<file path="config.mk">
export PLATFORM = sky130hd
export DESIGN_NAME = tftp_client_transfer_control
export DESIGN_NICKNAME = d
export VERILOG_FILES = /design/src/hw/rtl/tftpc_pkg.sv /design/src/hw/rtl/tftp_client_transfer_control.sv /design/src/hw/rtl/tftpc_front.sv /design/src/hw/rtl/tftpc_queue.sv /design/src/hw/rtl/tftpc_back.sv
export SDC_FILE = /design/constraint.sdc
export NUM_CORES = 1
export LEC_CHECK = 0
export ABC_AREA = 1
export BUFFER_PORTS_ARGS = -buffer_cell sky130_fd_sc_hd__buf_4
export CAP_MARGIN = 20
export CORE_MARGIN = 8
export CORE_UTILIZATION = 52
export DETAILED_ROUTE_END_ITERATION = 7
export GPL_TIMING_DRIVEN = 0
export PLACE_DENSITY = 0.77
export SLEW_MARGIN = 20
export SYNTH_ARGS = -nofsm -noshare
export SYNTH_HDL_FRONTEND = slang
export SYNTH_SLANG_ARGS = --single-unit
</file>
<file path="constraint.sdc">
create_clock -name clk -period 3.45 [get_ports clk]
set_input_delay 0.1725 -clock clk [delete_from_list [all_inputs] [get_ports clk]]
set_output_delay 0.1725 -clock clk [all_outputs]
set_load 0.005 [all_outputs]
</file>
<file path="src/hw/rtl/tftpc_pkg.sv">
package tftpc_pkg;

  localparam int unsigned BLOCK_SIZE  = 512;
  localparam int unsigned QUEUE_DEPTH = 2;

  localparam logic [15:0] TIMEOUT_RESET = 16'd5000;
  localparam logic [15:0] WKP_RESET     = 16'd69;

  localparam logic [15:0] OPC_DATA  = 16'd3;
  localparam logic [15:0] OPC_ACK   = 16'd4;
  localparam logic [15:0] OPC_ERROR = 16'd5;

  // TFTP error codes placed in outgoing ERROR frames
  localparam logic [3:0] ERR_ACCESS      = 4'd2;
  localparam logic [3:0] ERR_DISK_FULL   = 4'd3;
  localparam logic [3:0] ERR_ILLEGAL_OP  = 4'd4;
  localparam logic [3:0] ERR_UNKNOWN_TID = 4'd5;
  localparam logic [15:0] SRV_CODE_MAX   = 16'd8;

  localparam int unsigned APB_AW = 4;
  localparam int unsigned APB_DW = 32;

  typedef enum logic [1:0] {
    REG_DIRECTION = 2'd0,
    REG_TIMEOUT   = 2'd1,
    REG_WKP       = 2'd2
  } reg_idx_t;

  typedef enum logic [1:0] {
    CMD_START  = 2'd0,
    CMD_TICK   = 2'd1,
    CMD_PACKET = 2'd2,
    CMD_NONE   = 2'd3
  } cmd_t;

  typedef enum logic [1:0] {
    PH_IDLE = 2'd0,
    PH_WAIT = 2'd1,
    PH_DONE = 2'd2
  } phase_t;

  typedef enum logic [2:0] {
    EV_START,
    EV_TICK,
    EV_DATA,
    EV_ACK,
    EV_SRV_ERR,
    EV_ILLEGAL,
    EV_IGNORE
  } event_t;

  typedef enum logic [2:0] {
    SEND_NONE = 3'd0,
    SEND_REQ  = 3'd1,
    SEND_ACK  = 3'd2,
    SEND_DATA = 3'd3,
    SEND_ERR  = 3'd4
  } send_t;

  typedef enum logic [2:0] {
    ST_BUSY    = 3'd0,
    ST_OK      = 3'd1,
    ST_TIMEOUT = 3'd2,
    ST_SERVER  = 3'd3,
    ST_PROTO   = 3'd4,
    ST_LOCAL   = 3'd5
  } status_t;

  typedef struct packed {
    logic        direction;
    logic [15:0] timeout_ticks;
    logic [15:0] well_known_port;
  } cfg_t;

  // classified event word passed from front to back
  typedef struct packed {
    event_t      ev;
    logic [15:0] blk_num;
    logic [9:0]  len;
    logic        short_blk;
    logic [15:0] src_port;
    logic        local_error;
    logic [3:0]  srv_code;
  } ev_word_t;

endpackage

</file>
<file path="src/hw/rtl/tftp_client_transfer_control.sv">
// TFTP client transfer controller.
// Input channel (in_valid/in_ready): one event word per handshake - start, a
// millisecond tick, or the header of a received packet. Output channel
// (out_valid/out_ready): exactly one result word per event, saying which
// frame to send next and how the transfer stands.
// Configuration over APB: direction at 0x0, timeout_ticks at 0x4,
// well_known_port at 0x8. pready is tied high; write only while no event
// is in flight.
// Results are registered: an accepted event is written into the event queue,
// and its result word is written into the output register once that register
// is empty or its word is being taken.
// Throughput: one event per cycle while out_ready is high, set by the state
// update in the back end.
// Reset: phase idle, block number and tick count cleared, server port 69,
// registers at their defaults; queue and output register empty.
// When the receiver stalls, the result holds in the output register, the
// back end stops draining the queue and in_ready drops once QUEUE_DEPTH
// events are waiting.
module tftp_client_transfer_control import tftpc_pkg::*; #(
  parameter int unsigned QUEUE_DEPTH = tftpc_pkg::QUEUE_DEPTH
) (
  input  logic              clk,
  input  logic              rst_n,
  input  logic              in_valid,
  output logic              in_ready,
  input  logic [1:0]        in_cmd,
  input  logic [15:0]       in_opcode,
  input  logic [15:0]       in_block_num,
  input  logic [9:0]        in_payload_len,
  input  logic [15:0]       in_src_port,
  input  logic [9:0]        in_local_len,
  input  logic              in_local_error,
  output logic              out_valid,
  input  logic              out_ready,
  output logic [2:0]        out_send_kind,
  output logic [15:0]       out_out_block,
  output logic [9:0]        out_out_len,
  output logic [3:0]        out_error_code,
  output logic [15:0]       out_dest_port,
  output logic              out_done_res,
  output logic [2:0]        out_status,
  output logic [25:0]       out_total_bytes,
  input  logic              psel,
  input  logic              penable,
  input  logic              pwrite,
  input  logic [APB_AW-1:0] paddr,
  input  logic [APB_DW-1:0] pwdata,
  output logic [APB_DW-1:0] prdata,
  output logic              pready
);

  cfg_t     cfg_r;
  logic     cfg_wr;
  reg_idx_t reg_idx;

  logic     q_full;
  logic     q_push;
  logic     q_pop;
  logic     q_valid;
  ev_word_t q_wdata;
  ev_word_t q_rdata;

  assign pready  = 1'b1;
  assign cfg_wr  = psel && penable && pwrite;
  assign reg_idx = reg_idx_t'(paddr[3:2]);

  always_ff @(posedge clk) begin
    if (!rst_n) begin
      cfg_r.direction       <= 1'b0;
      cfg_r.timeout_ticks   <= TIMEOUT_RESET;
      cfg_r.well_known_port <= WKP_RESET;
    end else if (cfg_wr) begin
      case (reg_idx)
        REG_DIRECTION: cfg_r.direction       <= pwdata[0];
        REG_TIMEOUT:   cfg_r.timeout_ticks   <= pwdata[15:0];
        REG_WKP:       cfg_r.well_known_port <= pwdata[15:0];
        default: ;
      endcase
    end
  end

  always_comb begin
    case (reg_idx)
      REG_DIRECTION: prdata = {31'b0, cfg_r.direction};
      REG_TIMEOUT:   prdata = {16'b0, cfg_r.timeout_ticks};
      REG_WKP:       prdata = {16'b0, cfg_r.well_known_port};
      default:       prdata = '0;
    endcase
  end

  tftpc_front u_front (
    .cfg            (cfg_r),
    .in_valid       (in_valid),
    .in_ready       (in_ready),
    .in_cmd         (in_cmd),
    .in_opcode      (in_opcode),
    .in_block_num   (in_block_num),
    .in_payload_len (in_payload_len),
    .in_src_port    (in_src_port),
    .in_local_len   (in_local_len),
    .in_local_error (in_local_error),
    .q_full         (q_full),
    .q_push         (q_push),
    .q_word         (q_wdata)
  );

  tftpc_queue #(
    .DEPTH (QUEUE_DEPTH)
  ) u_queue (
    .clk       (clk),
    .rst_n     (rst_n),
    .push      (q_push),
    .wdata     (q_wdata),
    .full      (q_full),
    .pop       (q_pop),
    .not_empty (q_valid),
    .rdata     (q_rdata)
  );

  tftpc_back u_back (
    .clk             (clk),
    .rst_n           (rst_n),
    .cfg             (cfg_r),
    .q_valid         (q_valid),
    .q_word          (q_rdata),
    .q_pop           (q_pop),
    .out_valid       (out_valid),
    .out_ready       (out_ready),
    .out_send_kind   (out_send_kind),
    .out_out_block   (out_out_block),
    .out_out_len     (out_out_len),
    .out_error_code  (out_error_code),
    .out_dest_port   (out_dest_port),
    .out_done_res    (out_done_res),
    .out_status      (out_status),
    .out_total_bytes (out_total_bytes)
  );

endmodule

</file>
<file path="src/hw/rtl/tftpc_front.sv">
module tftpc_front import tftpc_pkg::*; (
  input  cfg_t        cfg,
  input  logic        in_valid,
  output logic        in_ready,
  input  logic [1:0]  in_cmd,
  input  logic [15:0] in_opcode,
  input  logic [15:0] in_block_num,
  input  logic [9:0]  in_payload_len,
  input  logic [15:0] in_src_port,
  input  logic [9:0]  in_local_len,
  input  logic        in_local_error,
  input  logic        q_full,
  output logic        q_push,
  output ev_word_t    q_word
);

  localparam logic [16:0] BS = 17'(BLOCK_SIZE);

  logic [16:0] loc_len17;
  logic [16:0] loc_sat;
  logic [9:0]  len_sel;
  event_t      ev;

  assign in_ready = !q_full;
  assign q_push   = in_valid && !q_full;

  always_comb begin
    ev = EV_IGNORE;
    case (cmd_t'(in_cmd))
      CMD_START: ev = EV_START;
      CMD_TICK:  ev = EV_TICK;
      CMD_PACKET: begin
        if (in_opcode == OPC_DATA && !cfg.direction) begin
          ev = EV_DATA;
        end else if (in_opcode == OPC_ACK && cfg.direction) begin
          ev = EV_ACK;
        end else if (in_opcode == OPC_ERROR) begin
          ev = EV_SRV_ERR;
        end else begin
          ev = EV_ILLEGAL;
        end
      end
      default: ev = EV_IGNORE;
    endcase
  end

  // outgoing DATA length is clipped to the block size
  assign loc_len17 = {7'b0, in_local_len};
  assign loc_sat   = (loc_len17 > BS) ? BS : loc_len17;
  assign len_sel   = (ev == EV_DATA) ? in_payload_len : loc_sat[9:0];

  always_comb begin
    q_word.ev          = ev;
    q_word.blk_num     = in_block_num;
    q_word.len         = len_sel;
    q_word.short_blk   = ({7'b0, len_sel} < BS);
    q_word.src_port    = in_src_port;
    q_word.local_error = in_local_error;
    q_word.srv_code    = (in_block_num <= SRV_CODE_MAX) ? in_block_num[3:0] : 4'd0;
  end

endmodule

</file>
<file path="src/hw/rtl/tftpc_queue.sv">
module tftpc_queue import tftpc_pkg::*; #(
  parameter int unsigned DEPTH = QUEUE_DEPTH
) (
  input  logic     clk,
  input  logic     rst_n,
  input  logic     push,
  input  ev_word_t wdata,
  output logic     full,
  input  logic     pop,
  output logic     not_empty,
  output ev_word_t rdata
);

  localparam int unsigned PW = (DEPTH > 1) ? $clog2(DEPTH) : 1;
  localparam int unsigned CW = $clog2(DEPTH + 1);
  localparam logic [PW-1:0] LAST = PW'(DEPTH - 1);

  ev_word_t        mem [DEPTH];
  logic [PW-1:0]   wr_ptr_r, wr_ptr_nxt;
  logic [PW-1:0]   rd_ptr_r, rd_ptr_nxt;
  logic [CW-1:0]   count_r, count_nxt;

  assign full      = (count_r == CW'(DEPTH));
  assign not_empty = (count_r != '0);
  assign rdata     = mem[rd_ptr_r];

  always_comb begin
    wr_ptr_nxt = wr_ptr_r;
    rd_ptr_nxt = rd_ptr_r;
    count_nxt  = count_r;
    if (push) begin
      wr_ptr_nxt = (wr_ptr_r == LAST) ? '0 : wr_ptr_r + 1'b1;
    end
    if (pop) begin
      rd_ptr_nxt = (rd_ptr_r == LAST) ? '0 : rd_ptr_r + 1'b1;
    end
    if (push && !pop) begin
      count_nxt = count_r + 1'b1;
    end else if (pop && !push) begin
      count_nxt = count_r - 1'b1;
    end
  end

  always_ff @(posedge clk) begin
    if (!rst_n) begin
      wr_ptr_r <= '0;
      rd_ptr_r <= '0;
      count_r  <= '0;
    end else begin
      wr_ptr_r <= wr_ptr_nxt;
      rd_ptr_r <= rd_ptr_nxt;
      count_r  <= count_nxt;
    end
  end

  always_ff @(posedge clk) begin
    if (push) begin
      mem[wr_ptr_r] <= wdata;
    end
  end

endmodule

</file>
<file path="src/hw/rtl/tftpc_back.sv">
module tftpc_back import tftpc_pkg::*; (
  input  logic        clk,
  input  logic        rst_n,
  input  cfg_t        cfg,
  input  logic        q_valid,
  input  ev_word_t    q_word,
  output logic        q_pop,
  output logic        out_valid,
  input  logic        out_ready,
  output logic [2:0]  out_send_kind,
  output logic [15:0] out_out_block,
  output logic [9:0]  out_out_len,
  output logic [3:0]  out_error_code,
  output logic [15:0] out_dest_port,
  output logic        out_done_res,
  output logic [2:0]  out_status,
  output logic [25:0] out_total_bytes
);

  phase_t      phase_r, phase_nxt;
  logic [15:0] block_r, block_nxt;
  logic [15:0] elapsed_r, elapsed_nxt;
  logic [15:0] sport_r, sport_nxt;
  status_t     status_r, status_nxt;

  logic        out_valid_r;
  send_t       kind_r, kind_nxt;
  logic [15:0] oblock_r, oblock_nxt;
  logic [9:0]  olen_r, olen_nxt;
  logic [3:0]  ecode_r, ecode_nxt;
  logic [15:0] dport_r;
  logic        done_r;
  status_t     ostat_r;
  logic [25:0] total_r, total_nxt;

  logic [15:0] block_inc;
  logic [25:0] full_bytes;
  logic        in_wait;
  logic        is_packet;

  assign q_pop     = q_valid && (!out_valid_r || out_ready);
  assign block_inc = block_r + 16'd1;
  assign in_wait   = (phase_r == PH_WAIT);
  assign is_packet = (q_word.ev == EV_DATA) || (q_word.ev == EV_ACK) ||
                     (q_word.ev == EV_SRV_ERR) || (q_word.ev == EV_ILLEGAL);

  // whole blocks before the final one always number block_r
  assign full_bytes = 26'(block_r) * 26'(BLOCK_SIZE);

  // next state
  always_comb begin
    phase_nxt   = phase_r;
    block_nxt   = block_r;
    elapsed_nxt = elapsed_r;
    sport_nxt   = sport_r;
    status_nxt  = status_r;
    if (q_word.ev == EV_START) begin
      phase_nxt   = PH_WAIT;
      block_nxt   = '0;
      elapsed_nxt = '0;
      sport_nxt   = cfg.well_known_port;
      status_nxt  = ST_BUSY;
    end else if (in_wait) begin
      if (is_packet && sport_r == cfg.well_known_port) begin
        sport_nxt = q_word.src_port;
      end
      case (q_word.ev)
        EV_TICK: begin
          if (elapsed_r >= cfg.timeout_ticks) begin
            phase_nxt  = PH_DONE;
            status_nxt = ST_TIMEOUT;
          end else begin
            elapsed_nxt = elapsed_r + 16'd1;
          end
        end
        EV_DATA: begin
          block_nxt = block_inc;
          if (q_word.blk_num != block_inc) begin
            phase_nxt  = PH_DONE;
            status_nxt = ST_PROTO;
          end else if (q_word.local_error) begin
            phase_nxt  = PH_DONE;
            status_nxt = ST_LOCAL;
          end else begin
            elapsed_nxt = '0;
            if (q_word.short_blk) begin
              phase_nxt  = PH_DONE;
              status_nxt = ST_OK;
            end
          end
        end
        EV_ACK: begin
          if (q_word.blk_num != block_r) begin
            phase_nxt  = PH_DONE;
            status_nxt = ST_PROTO;
          end else if (q_word.local_error) begin
            phase_nxt  = PH_DONE;
            status_nxt = ST_LOCAL;
          end else begin
            block_nxt   = block_inc;
            elapsed_nxt = '0;
            if (q_word.short_blk) begin
              phase_nxt  = PH_DONE;
              status_nxt = ST_OK;
            end
          end
        end
        EV_SRV_ERR: begin
          phase_nxt  = PH_DONE;
          status_nxt = ST_SERVER;
        end
        EV_ILLEGAL: begin
          phase_nxt  = PH_DONE;
          status_nxt = ST_PROTO;
        end
        default: ;
      endcase
    end
  end

  // result word
  always_comb begin
    kind_nxt   = SEND_NONE;
    oblock_nxt = '0;
    olen_nxt   = '0;
    ecode_nxt  = '0;
    total_nxt  = '0;
    if (q_word.ev == EV_START) begin
      kind_nxt = SEND_REQ;
    end else if (in_wait) begin
      case (q_word.ev)
        EV_DATA: begin
          if (q_word.blk_num != block_inc) begin
            kind_nxt  = SEND_ERR;
            ecode_nxt = ERR_UNKNOWN_TID;
          end else if (q_word.local_error) begin
            kind_nxt  = SEND_ERR;
            ecode_nxt = ERR_DISK_FULL;
          end else begin
            kind_nxt   = SEND_ACK;
            oblock_nxt = block_inc;
            if (q_word.short_blk) begin
              total_nxt = full_bytes + {16'b0, q_word.len};
            end
          end
        end
        EV_ACK: begin
          if (q_word.blk_num != block_r) begin
            kind_nxt  = SEND_ERR;
            ecode_nxt = ERR_UNKNOWN_TID;
          end else if (q_word.local_error) begin
            kind_nxt  = SEND_ERR;
            ecode_nxt = ERR_ACCESS;
          end else begin
            kind_nxt   = SEND_DATA;
            oblock_nxt = block_inc;
            olen_nxt   = q_word.len;
            if (q_word.short_blk) begin
              total_nxt = full_bytes + {16'b0, q_word.len};
            end
          end
        end
        EV_SRV_ERR: ecode_nxt = q_word.srv_code;
        EV_ILLEGAL: begin
          kind_nxt  = SEND_ERR;
          ecode_nxt = ERR_ILLEGAL_OP;
        end
        default: ;
      endcase
    end
  end

  always_ff @(posedge clk) begin
    if (!rst_n) begin
      phase_r     <= PH_IDLE;
      block_r     <= '0;
      elapsed_r   <= '0;
      sport_r     <= WKP_RESET;
      status_r    <= ST_BUSY;
      out_valid_r <= 1'b0;
    end else begin
      if (q_pop) begin
        phase_r   <= phase_nxt;
        block_r   <= block_nxt;
        elapsed_r <= elapsed_nxt;
        sport_r   <= sport_nxt;
        status_r  <= status_nxt;
      end
      if (q_pop) begin
        out_valid_r <= 1'b1;
      end else if (out_ready) begin
        out_valid_r <= 1'b0;
      end
    end
  end

  always_ff @(posedge clk) begin
    if (q_pop) begin
      kind_r   <= kind_nxt;
      oblock_r <= oblock_nxt;
      olen_r   <= olen_nxt;
      ecode_r  <= ecode_nxt;
      dport_r  <= sport_nxt;
      done_r   <= (phase_nxt == PH_DONE);
      ostat_r  <= status_nxt;
      total_r  <= total_nxt;
    end
  end

  assign out_valid       = out_valid_r;
  assign out_send_kind   = kind_r;
  assign out_out_block   = oblock_r;
  assign out_out_len     = olen_r;
  assign out_error_code  = ecode_r;
  assign out_dest_port   = dport_r;
  assign out_done_res    = done_r;
  assign out_status      = ostat_r;
  assign out_total_bytes = total_r;

  a_done_has_status: assert property (@(posedge clk) disable iff (!rst_n)
    (phase_r == PH_DONE) == (status_r != ST_BUSY))
    else $error("phase and final status disagree");

  a_start_sends_req: assert property (@(posedge clk) disable iff (!rst_n)
    (q_pop && q_word.ev == EV_START) |=> (out_valid_r && kind_r == SEND_REQ &&
      phase_r == PH_WAIT))
    else $error("start did not issue a request");

  a_err_frame_ends: assert property (@(posedge clk) disable iff (!rst_n)
    (out_valid_r && kind_r == SEND_ERR) |-> (done_r && ecode_r != 4'd0 &&
      (ostat_r == ST_PROTO || ostat_r == ST_LOCAL)))
    else $error("error frame without a terminal status");

  a_total_only_ok: assert property (@(posedge clk) disable iff (!rst_n)
    (out_valid_r && total_r != '0) |-> (done_r && ostat_r == ST_OK))
    else $error("byte total reported on an incomplete transfer");

  a_state_holds_idle: assert property (@(posedge clk) disable iff (!rst_n)
    !q_pop |=> ($stable(block_r) && $stable(sport_r) && $stable(phase_r)))
    else $error("transfer state moved without an event");

endmodule
</file>
# Word level (Yosys, flattened, before mapping)
# Memory sizes are Yosys's and may differ from the RTL's. A register that Yosys moved wholly into a read port is not among the register bits.
# Cells that the tools add are included.
# totals
mem_count,1
output_inout_bits,114
elab_cells,162
regBits,170
ramBits,102
inputBits,114
# classes
n_bitwise,2
addsub,7
n_eq_ne,23
n_lt_le_gt_ge,4
mux,69
reduce_logical,35
# mem_list
memory,depth,width,read_ports,rd_clocked_by_memory_dff,wr,line,source
u_queue.mem,2,51,1,1,1,tftpc_queue.sv:18,ev_word_t mem [DEPTH];
# ops
cell,count
$mux W16,16
$mux W26,4
$pmux W16 S3,2
$pmux W16 S2,2
$pmux W26 S2,1
$mux W3,13
$add A16 B1 Y16 const B,2
$eq A16 B3 Y1 const B,2
$ne A16 B16 Y1,2
$add A25 B10 Y26,1
$mux W2,11
$mux W10,2
$pmux W3 S3,2
$eq A16 B16 Y1,1
$eq A16 B2 Y1 const B,1
$ge A16 B16 Y1,1
$le A16 B4 Y1 const B,1
$pmux W4 S4,1
$pmux W3 S5,1
$mux W4,3
$gt A10 B10 Y1 const B,1
$lt A10 B10 Y1 const B,1
$mux W1,10
$eq A3 B2 Y1 const B,3
24 further kinds,56

# Depth between registers and ports, before layout
# Gate-level depths: netlist (run 1).
# logic_depth
word_depth,8
mapped_depth,19

# Modules after synthesis
# From an unflattened synthesis (run 1), not the netlist that was laid out.
# unflattened
hier_cells,1617
hier_area_um2,14562.7
# modules_own_cells
module,cells_per_inst,n_inst,area_each_um2
tftpc_back,1011,1,7875.1
tftpc_queue,194,1,4164.0
tftp_client_transfer_control,269,1,1721.7
tftpc_front,143,1,802.0

# Worst setup path before layout (run 1)
# No wires, ideal clock.
# synth_timing
path_kind,register -> register
start,register u_queue.count_r[0]
end,"register u_back.dport_r[0], in the netlist u_back.out_dest_port[0] (enable)"
path_stages_with_launch,4
n_path_buf,1
arrival_ps,3031
synth_period_minus_slack_ps,3505
setup_slack_ps,-55
cell_sequence,dfxtp_1 -> inv_1 -> a21oi_1 -> clkbuf_1
# synth_between
elab_chain_len,2
# synth_lines
item,line,source
from (decl),tftpc_queue.sv:21,"logic [CW-1:0] count_r, count_nxt;"
from (signal assigned),tftpc_queue.sv:52,count_r <= count_nxt;
$reduce_bool A2 Y1,tftpc_queue.sv:24,assign not_empty = (count_r != '0);
$logic_and A1 B1 Y1,tftpc_back.sv:41,assign q_pop = q_valid && (!out_valid_r || out_ready);
net q_pop,tftp_client_transfer_control.sv:58,logic q_pop;
to (signal assigned),tftpc_back.sv:203,dport_r <= sport_nxt;
to (decl),tftpc_back.sv:31,logic [15:0] dport_r;
# The timed path passes the listed nets, and every way through them passes these cells.
# A chain may end at the register's enable or synchronous reset.

# Worst setup path after layout (run 1)
# layout_timing
start,register u_back.block_r[0]
end,"register u_back.ecode_r[0], in the netlist u_back.out_error_code[0], data pin"
# layout_between
elab_chain_len,4
elab_cells_between_ends,6
classes_between,add/sub: 1; eq/ne: 2; mux: 3
# layout_lines
item,line,source
from (decl),tftpc_back.sv:21,"logic [15:0] block_r, block_nxt;"
from (signal assigned),tftpc_back.sv:184,block_r <= block_nxt;
$add A16 B1 Y16,tftpc_back.sv:42,assign block_inc = block_r + 16'd1;
$ne A16 B16 Y1,tftpc_back.sv:133,if (q_word.blk_num != block_inc) begin
$mux W4,tftpc_back.sv:133,
$pmux W4 S4 *,tftpc_back.sv:131,case (q_word.ev)
to (signal assigned),tftpc_back.sv:202,ecode_r <= ecode_nxt;
to (decl),tftpc_back.sv:30,"logic [3:0] ecode_r, ecode_nxt;"
# Mark *: on every way between the ends. The rest lies on a longest branch, timed or not.

==> results by group, run 1 <==
Setup path
  – Reg2reg start: u_back.block_r[0]
  – Crit-path cells: ha_1, inv_1, nor2_4, nand2_1, nor2_1, nand2_1, nand2_1, nand2_1, nor2_1, nand2_1, o21ai_2, and2_1, buf_4, buf_6, nand3_1, nand2_1, inv_1
  – Reg2Reg Setup Slack: between 0.3 and 0.4 ns
  – RR Endpoint: u_back.out_error_code[0]
  – CP Max Fanout: 10
  – CP peak stage delay: around 0.56 ns
  – Worst setup EP type: register
  – WS Path Type: reg2reg
  – CP max-delay cell: dfxtp_1
  – Worst EP arrival: ~3.4 ns
  – Setup crit start: u_back.block_r[0]
  – Critical Path RT: around 3.8 ns
  – CP dominant cell by count: nand2_1
  – Critical Path Source Type: register
  – Reg2Reg Depth: 17

Route
  – DRT antenna net count: 0
  – Via count: 12260
  – Routed WL: 42300 microns
  – Initial drt markers: around 1200
  – Avg WL per Cell: roughly 19 microns
  – DRC Markers: 0
  – Vias/cell: 5.377
  – DRT Pass-1 Iters: 5

Layout
  – Final net count: around 2000
  – Synthesis-to-finish area growth: 27.25%
  – Share of layout cells above drive strength 1: 18.49%
  – Design area: around 0.018 sq mm
  – Finished Layout Cells: about 2300
  – Fin util: 66.54%

Min path
  – Hold Path Class: in2reg
  – Worst Hold End: u_queue.mem[1][49]
  – WHS Path Cells: 3
  – Hold path startpoint: in_cmd[0]

Timing
  – Final setup TNS: 0 ns
  – Post-route setup slack: roughly 0.33 ns
  – Hold Fails Final Rpt: 0
  – Slew margin rel.: around half
  – Count of pins over their slew limit: 0
  – Least-Margin Pin Slew: ~0.73 ns
  – Period utilisation layout: between 90% and 100%
  – Setup Viol. Count Final: 0
  – FMAX: around 320 MHz
  – Worst hold margin: 0.02802 ns
  – Fin crit period: around 3.1 ns
  – Clock skew: between 0.02 and 0.025 ns
  – RSZ-0062 raised after global routing: false

Logic synthesis
  – Synth area leader: edfxtp_1
  – Distinct cells, synth: between 50 and 60
  – Number of synthesis warnings: 0
  – Most area-consuming cells after synthesis: edfxtp_1 (39%), dfxtp_1 (13%), nand2_1 (10%), inv_1 (4.8%), nor2_1 (3.8%)
  – Count leader, synth: nand2_1
  – Synth Area per Inst: about 8.7 sq um
  – Seq cells post-synth: approximately 270
  – Synth top area share: approximately two fifths
  – Post-synth EDFFs: roughly 180
  – FFs w/ async S/R, synth: 0%
  – Ys flop type: edfxtp_1
  – Post-synthesis sequential area ratio: a little over half
  – Synth Instances: ~1600
  – Cell Area, Synth: between 0.01 and 0.015 sq mm
  – Commonest cells in the netlist: nand2_1 (383), edfxtp_1 (181), inv_1 (178)

Global route
  – First-pass GRT wire length: 65780 microns
  – Antenna violations before repair: 3
  – Vias in the first global route: ~12000
  – Pin count of the biggest net entering global routing: just under 90
  – Gr ovfl total: 0
  – Total GRT Usage: 25.23%

Pwr
  – Net Sw Power: 4.627 mW
  – Leak Pwr: ~7.5 nW
  – P_int: slightly above 8 mW
  – P per Cell Area: roughly 720 mW/mm^2
  – Clock Power Share: between 20% and 30%
  – VDD IR max: between 0.4 and 0.5 mV
  – Net Sw Frac: between 30% and 40%
  – Total Power: 12.77 mW
  – Comb power frac: 36.1%
  – Seq pwr share: a little under two fifths

Placement
  – Cell count after placement: ~2200
  – Post-DP Area: around 0.016 sq mm
  – DP HPWL: 31260 microns
  – Final Wtd Congestion: around 0.93
  – Port bufs: roughly 190
  – Place WS: -0.3856 ns

Die
  – # rows: 60
  – Die H: around 180 microns
  – Initial Utilization: between 50% and 60%
  – DIE AREA: 0.03230 sq mm
  – Die X-Extent: 179.7 microns
  – I/O pins: around 230
  – Core area: between 0.02 and 0.03 sq mm

CTS
  – Clk buf depth: 3
  – H-tree depth: 1
  – Reg clk slew, reported paths: ~0.06 ns
  – Skew-Pair Late Insertion Delay: about 0.57 ns
  – CTS tree: built
  – Post-CTS setup buffer count: 0
  – Total clock buffers created by CTS: 30
  – Num Clock Sinks: 273
  – Root buffer cell: clkbuf_16

Status
  – Status: completed

Flow run
  – Number of max-cap violations: 0
-- layout make-up --
| cell class | count | area (sq um) |
|---|---|---|
| buffer | 74 | 455.4 |
| multi-input combinational | 1077 | 5564 |
| fill | 2155 | 8916 |
| inverter | 189 | 711.9 |
| sequential | 273 | 7277 |
| tap | 341 | 426.7 |
| antenna | 3 | 7.507 |
| timing repair buffer | 267 | 2237 |
| clock inverter | 9 | 123.9 |
| clock buffer | 47 | 930.9 |
-- power groups by stage --
| stage | clock network [mW] | logic, mW | registers (mW) |
|---|---|---|---|
| 3_3_place_gp | 0 | 4.36 | 4.90 |
| 2_1_floorplan | 0 | 2.63 | 4.88 |
| 5_1_grt | 3.50 | 5.04 | 4.90 |
| 3_5_place_dp | 0 | 4.50 | 4.88 |
| 6_report | 3.33 | 4.61 | 4.83 |
| 4_1_cts | 3.37 | 4.59 | 4.82 |
-- per-layer routing --
| metal | wire (microns) | part of all wire [%] | track usage, % |
|---|---|---|---|
| met5 | 0 | 0 | 0 |
| met4 | 1162 | 2.7 | 7.603 |
| met3 | 3447 | 8.1 | 4.254 |
| met2 | 19160 | 45 | 40.51 |
| met1 | 18530 | 44 | 34.58 |
-- worst max-delay path by stage --
stage                            endpoint  slack (ns)  cells past startpoint
2_1_floorplan           u_queue.mem[1][0]        0.26                      4
3_3_place_gp           u_queue.mem[1][14]       -1.01                      4
3_5_place_dp   u_back.out_total_bytes[21]       -0.39                     14
4_1_cts        u_back.out_total_bytes[21]        0.03                     13
5_1_grt              u_back.elapsed_r[13]        0.19                     15
6_report         u_back.out_error_code[0]        0.33                     17
-- cells in the final DEF (no fill, tap or decap), types with 16 or more instances in the layout --
cell type,netlist,layout
clkbuf_1,29,34
buf_4,21,213
inv_1,178,178
nand3_1,87,87
nor2_1,140,137
dlygate4sd3_1,0,71
clkbuf_16,0,32
nand4_1,43,43
nor2_4,23,25
a21oi_1,103,103
ha_1,21,21
edfxtp_1,181,181
xor2_1,36,36
conb_1,2,17
dfxtp_1,92,92
nor3_1,16,16
o21ai_0,76,76
nand2_1,383,383
-- cells by family (layout without fill, tap and decap cells) --
| logic type | Yosys count | in the layout | synth area share (%) |
|---|---|---|---|
| other | 2 | 20 | 0.05388 |
| adders and majority gates | 21 | 21 | 1.885 |
| DFF | 273 | 273 | 52.21 |
| muxes | 10 | 10 | 0.7182 |
| xor gates and xnor gates | 43 | 43 | 2.702 |
| buffers and inverters | 266 | 586 | 8.394 |
| AOI/OAI and AO/OA | 238 | 238 | 9.390 |
| and+or+nand+nor | 748 | 748 | 24.64 |
-- worst max-delay path, delay by kind of cell (launching register included) --
family                   cells  cell delay [ns]
AO/OA/AOI/OAI                1             0.22
adder cells (fa/ha/maj)      1             0.29
buffers and inverters        4             0.45
flip-flops                   1             0.56
AND/OR/NAND/NOR             11             1.32
-- flip-flops by register name, summed over array words and instances (netlist names), named ones only --
register	count
u_back.out_total_bytes	26
u_back.phase_r	2
u_back.out_error_code	4
u_back.block_r	16
u_back.status_r	3
cfg_r	33
u_back.out_out_block	16
u_back.out_status	3
u_queue.wr_ptr_r	1
u_back.sport_r	16
u_back.out_out_len	10
u_back.elapsed_r	16
u_back.out_done_res	1
u_queue.mem	102
u_back.out_dest_port	16
u_queue.rd_ptr_r	1
u_back.out_valid	1
u_queue.count_r	2
u_back.out_send_kind	3
-- timing repair --
action / 4_1_cts / 5_1_grt
hold buffers: 71 / 0
setup endpoints to repair: 12 / 4
resized for setup: 0 / 1
hold endpoints to repair: 127 / 0
Power figures use the tool's default switching activity.
==> run 2, diff against run 1 <==
--- a/config.mk
+++ b/config.mk
@@ -8,6 +8,7 @@
 export ABC_AREA = 1
 export BUFFER_PORTS_ARGS = -buffer_cell sky130_fd_sc_hd__buf_4
 export CAP_MARGIN = 20
+export CORE_ASPECT_RATIO = 0.6
 export CORE_MARGIN = 8
 export CORE_UTILIZATION = 52
 export DETAILED_ROUTE_END_ITERATION = 7
==> run 2 against run 1 <==
Effect of this change:
- global-route usage is 1.5 points higher
- power is 0.84% lower
- final area is 0.56% lower
- first-iteration DRC count is 12% higher
- wire length is 5.0% higher
- largest cell class unchanged
==> results by group, run 2 (synthesized netlist as in run 1, its figures left out) <==
Global route
  – First-pass GRT wire length: 67010 microns (+1.9%)
  – Gr ovfl total: 0 (unchanged)
  – Pin count of the biggest net entering global routing: 89 (unchanged)
  – Total GRT Usage: 26.70% (+1.5 points)
  – Vias in the first global route: 11830 (-0.61%)
  – Antenna violations before repair: 1 (-2)

CTS
  – CTS tree: built
  – Clk buf depth: 3 (unchanged)
  – Skew-Pair Late Insertion Delay: 0.57 ns (about the same)
  – Root buffer cell: clkbuf_16
  – Post-CTS setup buffer count: 0 (unchanged)
  – H-tree depth: 1 (unchanged)
  – Num Clock Sinks: 273 (unchanged)
  – Total clock buffers created by CTS: 27 (-10%)
  – Reg clk slew, reported paths: 0.06 ns (about the same)

Pwr
  – Net Sw Power: 4.729 mW (+2.2%)
  – VDD IR max: 0.5272 mV (+17%)
  – Comb power frac: 37.3% (+1.2 points)
  – Clock Power Share: 24.4% (-1.7 points)
  – P_int: 7.934 mW (-2.6%)
  – P per Cell Area: 718.0 mW/mm^2 (-0.29%)
  – Net Sw Frac: 37.34% (+1.1 points)
  – Leak Pwr: 7.434 nW (-0.78%)
  – Seq pwr share: 38.3% (+0.5 points)

Flow run
  – Number of max-cap violations: 0 (unchanged)

Setup path
  – CP peak stage delay: 0.54 ns (-0.02 ns)
  – CP Max Fanout: 28 (+18)
  – Stages on worst setup path: 11 (-6)
  – Reg2Reg Depth: 11 (-6)
  – CP delay by family, top: buffers and inverters
  – Worst setup EP type: register
  – WS Path Type: reg2reg
  – Worst Path Buf+Inv: 4 (unchanged)
  – Crit-path cells: buf_6, buf_8, nand2_1, nand2_1, nor2_1, nand2_1, clkinv_1, clkbuf_1, a21oi_1, o21ai_0, o21a_1
  – Critical Path Source Type: register
  – Critical Path RT: 3.76 ns (about the same)
  – Worst EP arrival: 3.59 ns (+0.16 ns)
  – Reg2Reg Setup Slack: 0.17 ns (-0.16 ns)
  – CP dominant cell by count: nand2_1
  – CP max-delay cell: dfxtp_1

Placement
  – Final Wtd Congestion: 0.9526 (+2.4%)
  – DP HPWL: 33420 microns (+6.9%)
  – Port bufs: 192 (unchanged)
  – Post-DP Area: 0.01602 sq mm (+0.31%)
  – Place WS: -0.4750 ns (-0.08947 ns)

Die
  – Core area: 0.02636 sq mm (-1.1%)
  – # rows: 46 (-23%)
  – Initial Utilization: 52.87% (+0.58 points)
  – Die X-Extent: 227.4 microns (+27%)
  – Die H: 142.8 microns (-21%)
  – I/O pins: 228 (unchanged)
  – DIE AREA: 0.03247 sq mm (+0.53%)

Timing
  – Slew margin rel.: 45.30% (-5.8 points)
  – Hold Fails Final Rpt: 0 (unchanged)
  – Period utilisation layout: 94.97% (+4.5 points)
  – Post-route setup slack: 0.1736 ns (-0.1562 ns)
  – Least-Margin Pin Slew: 0.8175 ns (+0.08342 ns)
  – FMAX: 305.2 MHz (-4.8%)
  – RSZ-0062 raised after global routing: false
  – Clock skew: 0.02490 ns (+0.002110 ns)
  – Count of pins over their slew limit: 0 (unchanged)
  – Setup Viol. Count Final: 0 (unchanged)
  – Fin crit period: 3.276 ns (+0.1562 ns)

Route
  – Via count: 12540 (+2.2%)
  – Vias/cell: 5.471 (+1.8%)
  – Avg WL per Cell: 19.38 microns (+4.5%)
  – DRT Pass-1 Iters: 6 (+1)
  – DRT antenna net count: 0 (unchanged)
  – Initial drt markers: 1285 (+12%)
  – Routed WL: 44410 microns (+5.0%)
  – DRC Markers: 0 (unchanged)

Layout
  – Most frequent cells in the layout: nand2_1 (383), buf_4 (213), edfxtp_1 (181)
  – Commonest non-fill, non-tap cell in the layout: nand2_1
  – Filler Cells Inserted: 2180 (+1.2%)
  – Final net count: 2043 (-0.20%)
  – Design area: 0.01764 sq mm (-0.56%)
  – Share of layout cells above drive strength 1: 18.25% (-0.24 points)
  – Fin util: 66.90% (+0.36 points)
  – Largest reg by FF count: u_queue.mem
  – Largest register FFs: 102 (unchanged)
  – Synthesis-to-finish area growth: 26.54%

Status
  – Status: completed

Min path
  – Hold Path Class: in2reg
  – WHS Path Cells: 3 (unchanged)
  – Hold path startpoint: in_cmd[0]
==> run 2: cell count changes in the layout (fill, tap and decap cells not counted), sizes merged <==
cell,change
diode,-1
bufinv,+1
dlygate4sd3,-1
inv,+2
clkbuf,-9
==> run 2: power groups by stage <==
stage | Sequential, mW | Clock (mW) | Combinational [mW]
5_1_grt | 4.91 | 3.25 | 5.14
6_report | 4.85 | 3.09 | 4.72
4_1_cts | 4.84 | 3.12 | 4.66
2_1_floorplan | 4.88 | 0 | 2.63
3_5_place_dp | 4.90 | 0 | 4.58
3_3_place_gp | 4.93 | 0 | 4.42
==> run 2: area by class of cell <==
class / instances / area (sq um) / area share, %
Sequential cell: 273 / 7277 / 41.26
Multi-Input combinational cell: 1077 / 5564 / 31.55
Timing Repair Buffer: 266 / 2252 / 12.77
Clock buffer: 38 / 767.0 / 4.349
Inverter: 189 / 711.9 / 4.037
Buffer: 74 / 455.4 / 2.582
Tap cell: 360 / 450.4 / 2.554
Clock inverter: 12 / 152.6 / 0.8656
Antenna cell: 2 / 5.005 / 0.02838
==> run 2: layer usage <==
metal / GRT usage [%] / up-vias / part of all wire (%)
met2: 37.57 / 604 / 41
met1: 39.98 / 5923 / 46
met4: 5.518 / 0 / 1.7
met3: 7.825 / 58 / 11
met5: 0 / - / 0
li1: - / 5950 / -
==> run 2: what timing repair did <==
action	in CTS	in global routing
setup endpoints to repair	13	4
endpoints found under the hold margin	123	0
resized for setup	0	1
pin swaps	0	0
hold buffers	70	0
==> run 2: worst reg2reg max path, cell delays in order (launching register included) <==
cell      delay, ns
dfxtp_1        0.54
buf_6          0.22
buf_8          0.25
nand2_1        0.09
nand2_1        0.24
nor2_1         0.11
nand2_1        0.21
clkinv_1       0.33
clkbuf_1       0.42
a21oi_1        0.28
o21ai_0        0.19
o21a_1         0.16
==> run 2: final timing paths <==
kind / to
hold / removal: u_queue.mem[0][49]
hold reg to reg: u_queue.rd_ptr_r
setup / recovery: u_back.out_dest_port[2]
setup reg to reg: u_back.out_dest_port[2]
==> run 2: through the flow <==
step | total power, mW | std cells | hold slack, ns | setup TNS (ns)
3_3_place_gp | 9.357 | 2168 | 0.3577 | -121.21
2_1_floorplan | 7.507 | 1616 | 0.2714 | 0
5_1_grt | 13.31 | 2290 | 0.03928 | 0
6_report | 12.66 | 2291 | 0.01553 | 0
3_5_place_dp | 9.481 | 2172 | 0.3613 | -3.404
4_1_cts | 12.62 | 2290 | 0.004414 | 0
